$ cat config.mk
export PLATFORM = sky130hd
export DESIGN_NAME = ordered_list_engine
export DESIGN_NICKNAME = d
export VERILOG_FILES = /design/src/design/olist_pkg.sv /design/src/design/ordered_list_engine.sv
export SDC_FILE = /design/constraint.sdc
export NUM_CORES = 2
export LEC_CHECK = 0
export CORE_MARGIN = 3
export CORE_UTILIZATION = 50
export DETAILED_ROUTE_END_ITERATION = 7
export DONT_BUFFER_PORTS = 1
export PLACE_DENSITY = 0.64
export SLEW_MARGIN = 10
export SYNTH_ARGS = -nofsm -noshare
export SYNTH_HDL_FRONTEND = slang
export SYNTH_SLANG_ARGS = --single-unit
$ cat constraint.sdc
create_clock -name i_clk -period 8.1 [get_ports i_clk]
set_clock_uncertainty 0.05 [all_clocks]
set_input_delay 0.405 -clock i_clk [delete_from_list [all_inputs] [get_ports i_clk]]
set_output_delay 0.405 -clock i_clk [all_outputs]
set_load 0.005 [all_outputs]
$ cat src/design/olist_pkg.sv
`timescale 1ns / 1ps
// ============================================================================
// olist_pkg
// Shared constants for the ordered list engine: request codes, status codes
// and the default list depth, plus the signed 32-bit value type.
// ============================================================================
package olist_pkg;

    localparam int DEPTH_DEFAULT = 64;

    // Request codes
    localparam logic [2:0] CMD_INS_HEAD = 3'd0;
    localparam logic [2:0] CMD_INS_POS  = 3'd1;
    localparam logic [2:0] CMD_INS_TAIL = 3'd2;
    localparam logic [2:0] CMD_DEL_HEAD = 3'd3;
    localparam logic [2:0] CMD_DEL_POS  = 3'd4;
    localparam logic [2:0] CMD_DEL_TAIL = 3'd5;
    localparam logic [2:0] CMD_SEARCH   = 3'd6;
    localparam logic [2:0] CMD_LIST     = 3'd7;

    // Status codes
    localparam logic [2:0] ST_OK       = 3'd0;
    localparam logic [2:0] ST_FULL     = 3'd1;
    localparam logic [2:0] ST_EMPTY    = 3'd2;
    localparam logic [2:0] ST_BADPOS   = 3'd3;
    localparam logic [2:0] ST_NOTFOUND = 3'd4;

    typedef logic signed [31:0] t_value;

endpackage

$ cat src/design/ordered_list_engine.sv
`timescale 1ns / 1ps
// Error results and head/tail appends go through S_EMIT to the output register;
// a shifting insert or delete reads and writes back each moved entry; search
// reads and compares each entry; list all reads, captures and emits each entry.
// One request is in work at a time, as the input stalls until the FSM is idle.
// Reset (synchronous, active low) empties the list; memory is not cleared.
// ============================================================================
// ordered_list_engine
// Ordered list of signed 32-bit values held in one synchronous memory, with
// positional insert/delete by shifting, linear search and full listing.
// ============================================================================
module ordered_list_engine #(
    parameter int DEPTH = olist_pkg::DEPTH_DEFAULT
) (
    input  logic                  i_clk,
    input  logic                  i_rst_n,
    input  logic                  i_in_valid,
    output logic                  o_in_stall,
    input  logic [2:0]            i_cmd,
    input  logic [6:0]            i_position,
    input  olist_pkg::t_value     i_item_value,
    output logic                  o_out_valid,
    input  logic                  i_out_stall,
    output olist_pkg::t_value     o_out_value,
    output logic [6:0]            o_out_position,
    output logic [2:0]            o_status,
    output logic                  o_last
);
    import olist_pkg::*;

    localparam int AW = (DEPTH > 1) ? $clog2(DEPTH) : 1;
    localparam int CW = $clog2(DEPTH + 1);
    localparam int EW = ((CW > 7) ? CW : 7) + 1;

    localparam logic [3:0] S_IDLE = 4'd0;
    localparam logic [3:0] S_EMIT = 4'd1;
    localparam logic [3:0] S_SHRD = 4'd2;
    localparam logic [3:0] S_SHWR = 4'd3;
    localparam logic [3:0] S_INSV = 4'd4;
    localparam logic [3:0] S_DRD  = 4'd5;
    localparam logic [3:0] S_DCAP = 4'd6;
    localparam logic [3:0] S_SRD  = 4'd7;
    localparam logic [3:0] S_SCMP = 4'd8;
    localparam logic [3:0] S_LRD  = 4'd9;
    localparam logic [3:0] S_LCAP = 4'd10;

    t_value        r_mem [DEPTH];
    t_value        r_rd;

    logic [3:0]    r_state, n_state;
    logic [3:0]    r_ret, n_ret;
    logic [CW-1:0] r_count, n_count;
    logic [CW-1:0] r_ptr, n_ptr;
    logic [AW-1:0] r_idx, n_idx;
    logic          r_ins, n_ins;
    t_value        r_val, n_val;

    t_value        r_res_val, n_res_val;
    logic [6:0]    r_res_pos, n_res_pos;
    logic [2:0]    r_res_st, n_res_st;
    logic          r_res_last, n_res_last;

    logic          r_ovalid, n_ovalid;
    t_value        r_oval;
    logic [6:0]    r_opos;
    logic [2:0]    r_ost;
    logic          r_olast;
    logic          out_load;

    logic          mem_we, mem_re;
    logic [AW-1:0] mem_waddr, mem_raddr;
    t_value        mem_wdata;

    logic [EW-1:0] pos_e, cnt_e;
    logic          accept, out_free;

    assign accept   = i_in_valid && !o_in_stall;
    assign out_free = !r_ovalid || !i_out_stall;
    assign pos_e    = EW'(i_position);
    assign cnt_e    = EW'(r_count);

    // Sequence one request through the memory
    always_comb begin
        n_state    = r_state;
        n_ret      = r_ret;
        n_count    = r_count;
        n_ptr      = r_ptr;
        n_idx      = r_idx;
        n_ins      = r_ins;
        n_val      = r_val;
        n_res_val  = r_res_val;
        n_res_pos  = r_res_pos;
        n_res_st   = r_res_st;
        n_res_last = r_res_last;
        mem_we     = 1'b0;
        mem_re     = 1'b0;
        mem_waddr  = r_idx;
        mem_raddr  = r_ptr[AW-1:0];
        mem_wdata  = r_val;
        out_load   = 1'b0;
        case (r_state)
            S_IDLE: begin
                if (accept) begin
                    n_val      = i_item_value;
                    n_res_val  = '0;
                    n_res_pos  = '0;
                    n_res_st   = ST_OK;
                    n_res_last = 1'b1;
                    n_ret      = S_IDLE;
                    n_state    = S_EMIT;
                    case (i_cmd)
                        CMD_INS_HEAD, CMD_INS_POS, CMD_INS_TAIL: begin
                            n_ins = 1'b1;
                            if (r_count == CW'(DEPTH)) begin
                                n_res_st = ST_FULL;
                            end else if (i_cmd == CMD_INS_POS &&
                                         (pos_e == '0 || pos_e > cnt_e + 1'b1)) begin
                                n_res_st = ST_BADPOS;
                            end else begin
                                if (i_cmd == CMD_INS_HEAD)
                                    n_idx = '0;
                                else if (i_cmd == CMD_INS_TAIL)
                                    n_idx = r_count[AW-1:0];
                                else
                                    n_idx = AW'(pos_e - 1'b1);
                                if (CW'(n_idx) == r_count) begin
                                    // append: write straight in
                                    mem_we    = 1'b1;
                                    mem_waddr = n_idx;
                                    mem_wdata = i_item_value;
                                    n_count   = r_count + 1'b1;
                                end else begin
                                    n_ptr   = r_count;
                                    n_state = S_SHRD;
                                end
                            end
                        end
                        CMD_DEL_HEAD, CMD_DEL_POS, CMD_DEL_TAIL: begin
                            n_ins = 1'b0;
                            if (r_count == '0) begin
                                n_res_st = ST_EMPTY;
                            end else if (i_cmd == CMD_DEL_POS &&
                                         (pos_e == '0 || pos_e > cnt_e)) begin
                                n_res_st = ST_BADPOS;
                            end else begin
                                if (i_cmd == CMD_DEL_HEAD)
                                    n_idx = '0;
                                else if (i_cmd == CMD_DEL_TAIL)
                                    n_idx = AW'(r_count - 1'b1);
                                else
                                    n_idx = AW'(pos_e - 1'b1);
                                n_state = S_DRD;
                            end
                        end
                        CMD_SEARCH: begin
                            n_ptr   = '0;
                            n_state = S_SRD;
                        end
                        default: begin
                            if (r_count == '0) begin
                                n_res_st = ST_EMPTY;
                            end else begin
                                n_ptr   = '0;
                                n_state = S_LRD;
                            end
                        end
                    endcase
                end
            end
            S_EMIT: begin
                if (out_free) begin
                    out_load = 1'b1;
                    n_state  = r_ret;
                end
            end
            S_SHRD: begin
                mem_re    = 1'b1;
                mem_raddr = r_ins ? AW'(r_ptr - 1'b1) : AW'(r_ptr + 1'b1);
                n_state   = S_SHWR;
            end
            S_SHWR: begin
                mem_we    = 1'b1;
                mem_waddr = r_ptr[AW-1:0];
                mem_wdata = r_rd;
                if (r_ins) begin
                    n_ptr   = r_ptr - 1'b1;
                    n_state = (AW'(r_ptr - 1'b1) == r_idx) ? S_INSV : S_SHRD;
                end else if (r_ptr + 1'b1 == r_count - 1'b1) begin
                    n_count = r_count - 1'b1;
                    n_state = S_EMIT;
                end else begin
                    n_ptr   = r_ptr + 1'b1;
                    n_state = S_SHRD;
                end
            end
            S_INSV: begin
                mem_we    = 1'b1;
                mem_waddr = r_idx;
                mem_wdata = r_val;
                n_count   = r_count + 1'b1;
                n_state   = S_EMIT;
            end
            S_DRD: begin
                mem_re    = 1'b1;
                mem_raddr = r_idx;
                n_state   = S_DCAP;
            end
            S_DCAP: begin
                n_res_val = r_rd;
                n_res_pos = 7'(CW'(r_idx) + 1'b1);
                n_ptr     = CW'(r_idx);
                if (CW'(r_idx) == r_count - 1'b1) begin
                    n_count = r_count - 1'b1;
                    n_state = S_EMIT;
                end else begin
                    n_state = S_SHRD;
                end
            end
            S_SRD: begin
                if (r_ptr == r_count) begin
                    n_res_st = ST_NOTFOUND;
                    n_state  = S_EMIT;
                end else begin
                    mem_re  = 1'b1;
                    n_state = S_SCMP;
                end
            end
            S_SCMP: begin
                if (r_rd == r_val) begin
                    n_res_val = r_val;
                    n_res_pos = 7'(r_ptr + 1'b1);
                    n_state   = S_EMIT;
                end else begin
                    n_ptr   = r_ptr + 1'b1;
                    n_state = S_SRD;
                end
            end
            S_LRD: begin
                mem_re  = 1'b1;
                n_state = S_LCAP;
            end
            S_LCAP: begin
                n_res_val  = r_rd;
                n_res_pos  = 7'(r_ptr + 1'b1);
                n_res_st   = ST_OK;
                n_res_last = (r_ptr + 1'b1 == r_count);
                n_ret      = (r_ptr + 1'b1 == r_count) ? S_IDLE : S_LRD;
                n_ptr      = r_ptr + 1'b1;
                n_state    = S_EMIT;
            end
            default: n_state = S_IDLE;
        endcase
    end

    assign n_ovalid = out_load ? 1'b1 : (r_ovalid && i_out_stall);

    // Entry memory: one write and one registered read per cycle
    always_ff @(posedge i_clk) begin
        if (mem_we)
            r_mem[mem_waddr] <= mem_wdata;
        if (mem_re)
            r_rd <= r_mem[mem_raddr];
    end

    // Control state
    always_ff @(posedge i_clk) begin
        if (!i_rst_n) begin
            r_state  <= S_IDLE;
            r_ret    <= S_IDLE;
            r_count  <= '0;
            r_ovalid <= 1'b0;
        end else begin
            r_state  <= n_state;
            r_ret    <= n_ret;
            r_count  <= n_count;
            r_ovalid <= n_ovalid;
        end
    end

    // Working and result payload
    always_ff @(posedge i_clk) begin
        r_ptr      <= n_ptr;
        r_idx      <= n_idx;
        r_ins      <= n_ins;
        r_val      <= n_val;
        r_res_val  <= n_res_val;
        r_res_pos  <= n_res_pos;
        r_res_st   <= n_res_st;
        r_res_last <= n_res_last;
        if (out_load) begin
            r_oval  <= r_res_val;
            r_opos  <= r_res_pos;
            r_ost   <= r_res_st;
            r_olast <= r_res_last;
        end
    end

    assign o_in_stall     = (r_state != S_IDLE);
    assign o_out_valid    = r_ovalid;
    assign o_out_value    = r_oval;
    assign o_out_position = r_opos;
    assign o_status       = r_ost;
    assign o_last         = r_olast;

`ifndef SYNTH
    a_count_range: assert property (@(posedge i_clk) disable iff (!i_rst_n)
        r_count <= CW'(DEPTH))
        else $error("entry count beyond depth");
    a_full_hold: assert property (@(posedge i_clk) disable iff (!i_rst_n)
        accept && r_count == CW'(DEPTH) &&
        (i_cmd == CMD_INS_HEAD || i_cmd == CMD_INS_POS || i_cmd == CMD_INS_TAIL)
        |=> r_count == $past(r_count))
        else $error("insert into full list changed count");
    a_stream_ok: assert property (@(posedge i_clk) disable iff (!i_rst_n)
        o_out_valid && !o_last |-> o_status == ST_OK)
        else $error("non-final result with error status");
    a_load_free: assert property (@(posedge i_clk) disable iff (!i_rst_n)
        out_load |-> out_free)
        else $error("output overwritten while stalled");
`endif

endmodule

==> out/results.txt <==
clock root buffer - clkbuf_16
Syn Inst Count - 6919
asr flop ratio synth - 0
Layout area overhead - 11.83%
Die Ht - 431.2 um
crit path cell chain - inv_1 -> nor3_1 -> nand3_1 -> xnor2_1 -> ha_1 -> nand4_1 -> o21ai_0 -> a31oi_1 -> a2111oi_4 -> buf_4 -> nor2_2 -> buf_4 -> a221o_1 -> nand3_1 -> nor2_4 -> buf_4
endpoints failing hold - 0
Overall Power - 42680 uW
max incr delay on CP - 980 ps
Fillers - 14180
crit-path most repeated cell - buf_4
fmax - 146.5 MHz
kind of critical path - reg -> reg
Rows - 155
Clk pwr share - 0.233
number of flops mapped to enable cells by yosys - 2212
Crit path required time - 8560 ps
Port Buf Inserts - 0
top cell type's share of synthesized area - 0.7347
fraction of layout instances using a drive strength above 1 - 0.08594
vias in the first global route - 55480
via count - 59350
Pint - 24410 uW
Area contributors post-synth - edfxtp_1, nand2_1, nand3_1, a311oi_1, clkbuf_1
area occupied by multi-input gates - 22450 sq um
Clk Latency, worst-skew pair - 850 ps
H-Tree Depth - 4
Pre-antenna DRT Iters - 8
clock buffer depth - 3
Post-CTS Resized - 0
CTS sink cnt - 2225
top cell family by delay on the critical path - simple AND/OR/NAND/NOR gates
Synth Cell Area - 90410 sq um
Setup crit end kind - flip-flop
Yosys warnings - 0
core area - 179000 sq um
pwr dens - 422.1 nW/um^2
Least-Margin Pin Slew - 1300 ps
io pins - 91
Final period util - 0.8425
Logic pwr share - 0.420
routability cong. - 0.9095
CTS tree - yes
GRT Resource Usage Total - 0.2794
Slew Limit Fails - 0
initial antenna violation count - 14
Tmin final - 6824 ps
FF+latch area - 66680 sq um
TritonCTS buffer count - 216
RSZ-0062 raised after global routing - false
# setup viols final - 0
maxcap violations - 0
CP max-delay cell - nor2_4
count leader, synth - edfxtp_1
first-pass GRT wire length - 383400 um
Final #Nets - 6909
register bit total from synthesis - 2225
Vias per Instance - 6.323
P_sw - 18270 uW
most frequent cells after synthesis - edfxtp_1, nand2_1, nand3_1
Worst Path Arrival - 7280 ps
sequential share of power - 0.347
Leakage - 0.03372 uW
critical path startpoint category - flip-flop
sw frac - 0.4280
die width - 431.2 um
DR WL/cell - 28.14 um
hpwl dp - 154400 um
status - finished, final reports clean
worst path bufs/invs - 4
fin worst setup slack - 1276 ps
Starting Density - 0.5051
area leader, netlist - edfxtp_1
syn avg cell area - 13.07 sq um
Primary FF master, synth - edfxtp_1
# Post-CTS Setup Buffers - 0
worst min path class - in -> reg
post-synthesis sequential area ratio - 0.7376
DRC Markers - 0
post-route ant nets - 0
Peak VDD IR - 379.1 uV
setup TNS - 0 ps
Worst slew margin - 0.1276
largest net degree at the start of global routing - 170
crit-path max FO - 43
syn nets - 6985
DP Worst Slack - 1405 ps
Yosys cell types - 79
die area - 186000 sq um
grt total ovfl - 0
clk slew on worst S/H paths - 70 ps
initial DRC count - 8355
drt total wl - 264100 um
[power groups by stage]
stage	Clock [uW]	Combinational (uW)	Sequential, uW
finish	9930	17900	14800
CTS	10000	17500	14800
floorplan	0	10300	14800
global placement	0	17200	15000
global route	10500	19000	14800
detailed placement	0	17500	15000
[area by class of cell]
cell class,instances,area share
repair buffers,204,0.01940
clock inverters,143,0.01333
multi-input cells,4169,0.2220
diodes,3,0.00007425
flip-flops and latches,2225,0.6595
clock buffers,260,0.05551
inverters,27,0.001002
well taps,2355,0.02914
[sequential cells by signal, summed over array words and instances, names as in the netlist]
| name | count |
|---|---|
| o_out_value | 32 |
| r_res_pos | 7 |
| r_mem | 2048 |
| r_val | 32 |
| r_ins | 1 |
| r_ret | 1 |
| r_state | 4 |
| r_res_last | 1 |
| o_status | 3 |
| r_res_st | 3 |
| r_rd | 32 |
| o_out_position | 7 |
| r_ptr | 7 |
| r_idx | 6 |
| r_res_val | 32 |
| o_last | 1 |
| r_count | 7 |
| o_out_valid | 1 |
[logic make-up after synthesis]
logic type / Yosys count / share of synthesized area
AND/OR/NAND/NOR: 3183 / 0.1525
flip-flops: 2225 / 0.7376
AO/OA/AOI/OAI: 853 / 0.07176
buffers and inverters: 525 / 0.02317
XOR/XNOR: 93 / 0.009175
multiplexers: 20 / 0.003058
adder cells (fa/ha/maj): 20 / 0.002768
[repair_timing]
item	4_1_cts	5_1_grt
hold buffers	42	0
endpoints found under the setup margin	0	0
hold endpoints to repair	86	0
[worst paths after layout]
kind / slack, ps / startpoint / to / cells past startpoint
worst min-delay path: 60 / i_in_valid / r_res_st[0] / 2
worst max-delay path: 1280 / r_count[2] / r_mem[53][5] / 16
worst min register to register: 370 / r_res_st[2] / o_status[2] / 0
worst max register to register: 1280 / r_count[2] / r_mem[53][5] / 16
[worst reg2reg max path, cell delays in order (launching register included)]
cell	delay [ps]
dfxtp_1	740
inv_1	200
nor3_1	560
nand3_1	180
xnor2_1	240
ha_1	280
nand4_1	100
o21ai_0	100
a31oi_1	340
a2111oi_4	150
buf_4	320
nor2_2	250
buf_4	410
a221o_1	330
nand3_1	850
nor2_4	1010
buf_4	400
[cell usage in the layout, fill, tap and decap left out, types with 39 or more instances in the layout]
cell type and instances:
nor2_1 48, a311oi_1 295, clkbuf_1 42, dlygate4sd3_1 42, clkinv_1 62, nand2_1 1900
a22oi_1 39, a211oi_1 98, o21ai_0 40, a21oi_1 91, edfxtp_1 2212, nor2_4 65
clkbuf_16 218, a31oi_1 114, nand3_1 840, and3_1 176, xnor2_1 73, clkinv_2 40
buf_4 136
[stage by stage]
stage               hold slack (ps)  instance area, sq um  instances    util
finish                        56.52                101100       9386  0.5649
global route                  41.08                101100       9383  0.5648
CTS                           7.240                101100       9383  0.5648
detailed placement            354.5                 93720       8938  0.5235
global placement              350.9                 93720       8938  0.5235
floorplan                     350.3                 90410       6919       -
[routing by layer]
metal | part of all wire | wire [um] | vias to the layer above | GRT usage
met3 | 0.11 | 30050 | 486 | 0.05922
met4 | 0.033 | 8814 | 4 | 0.08998
li1 | - | - | 25760 | -
met1 | 0.40 | 106200 | 29610 | 0.4076
met2 | 0.45 | 119100 | 3484 | 0.4224
met5 | 0.000098 | 26 | - | 0
Note: power is estimated with default switching activity, not from simulation.
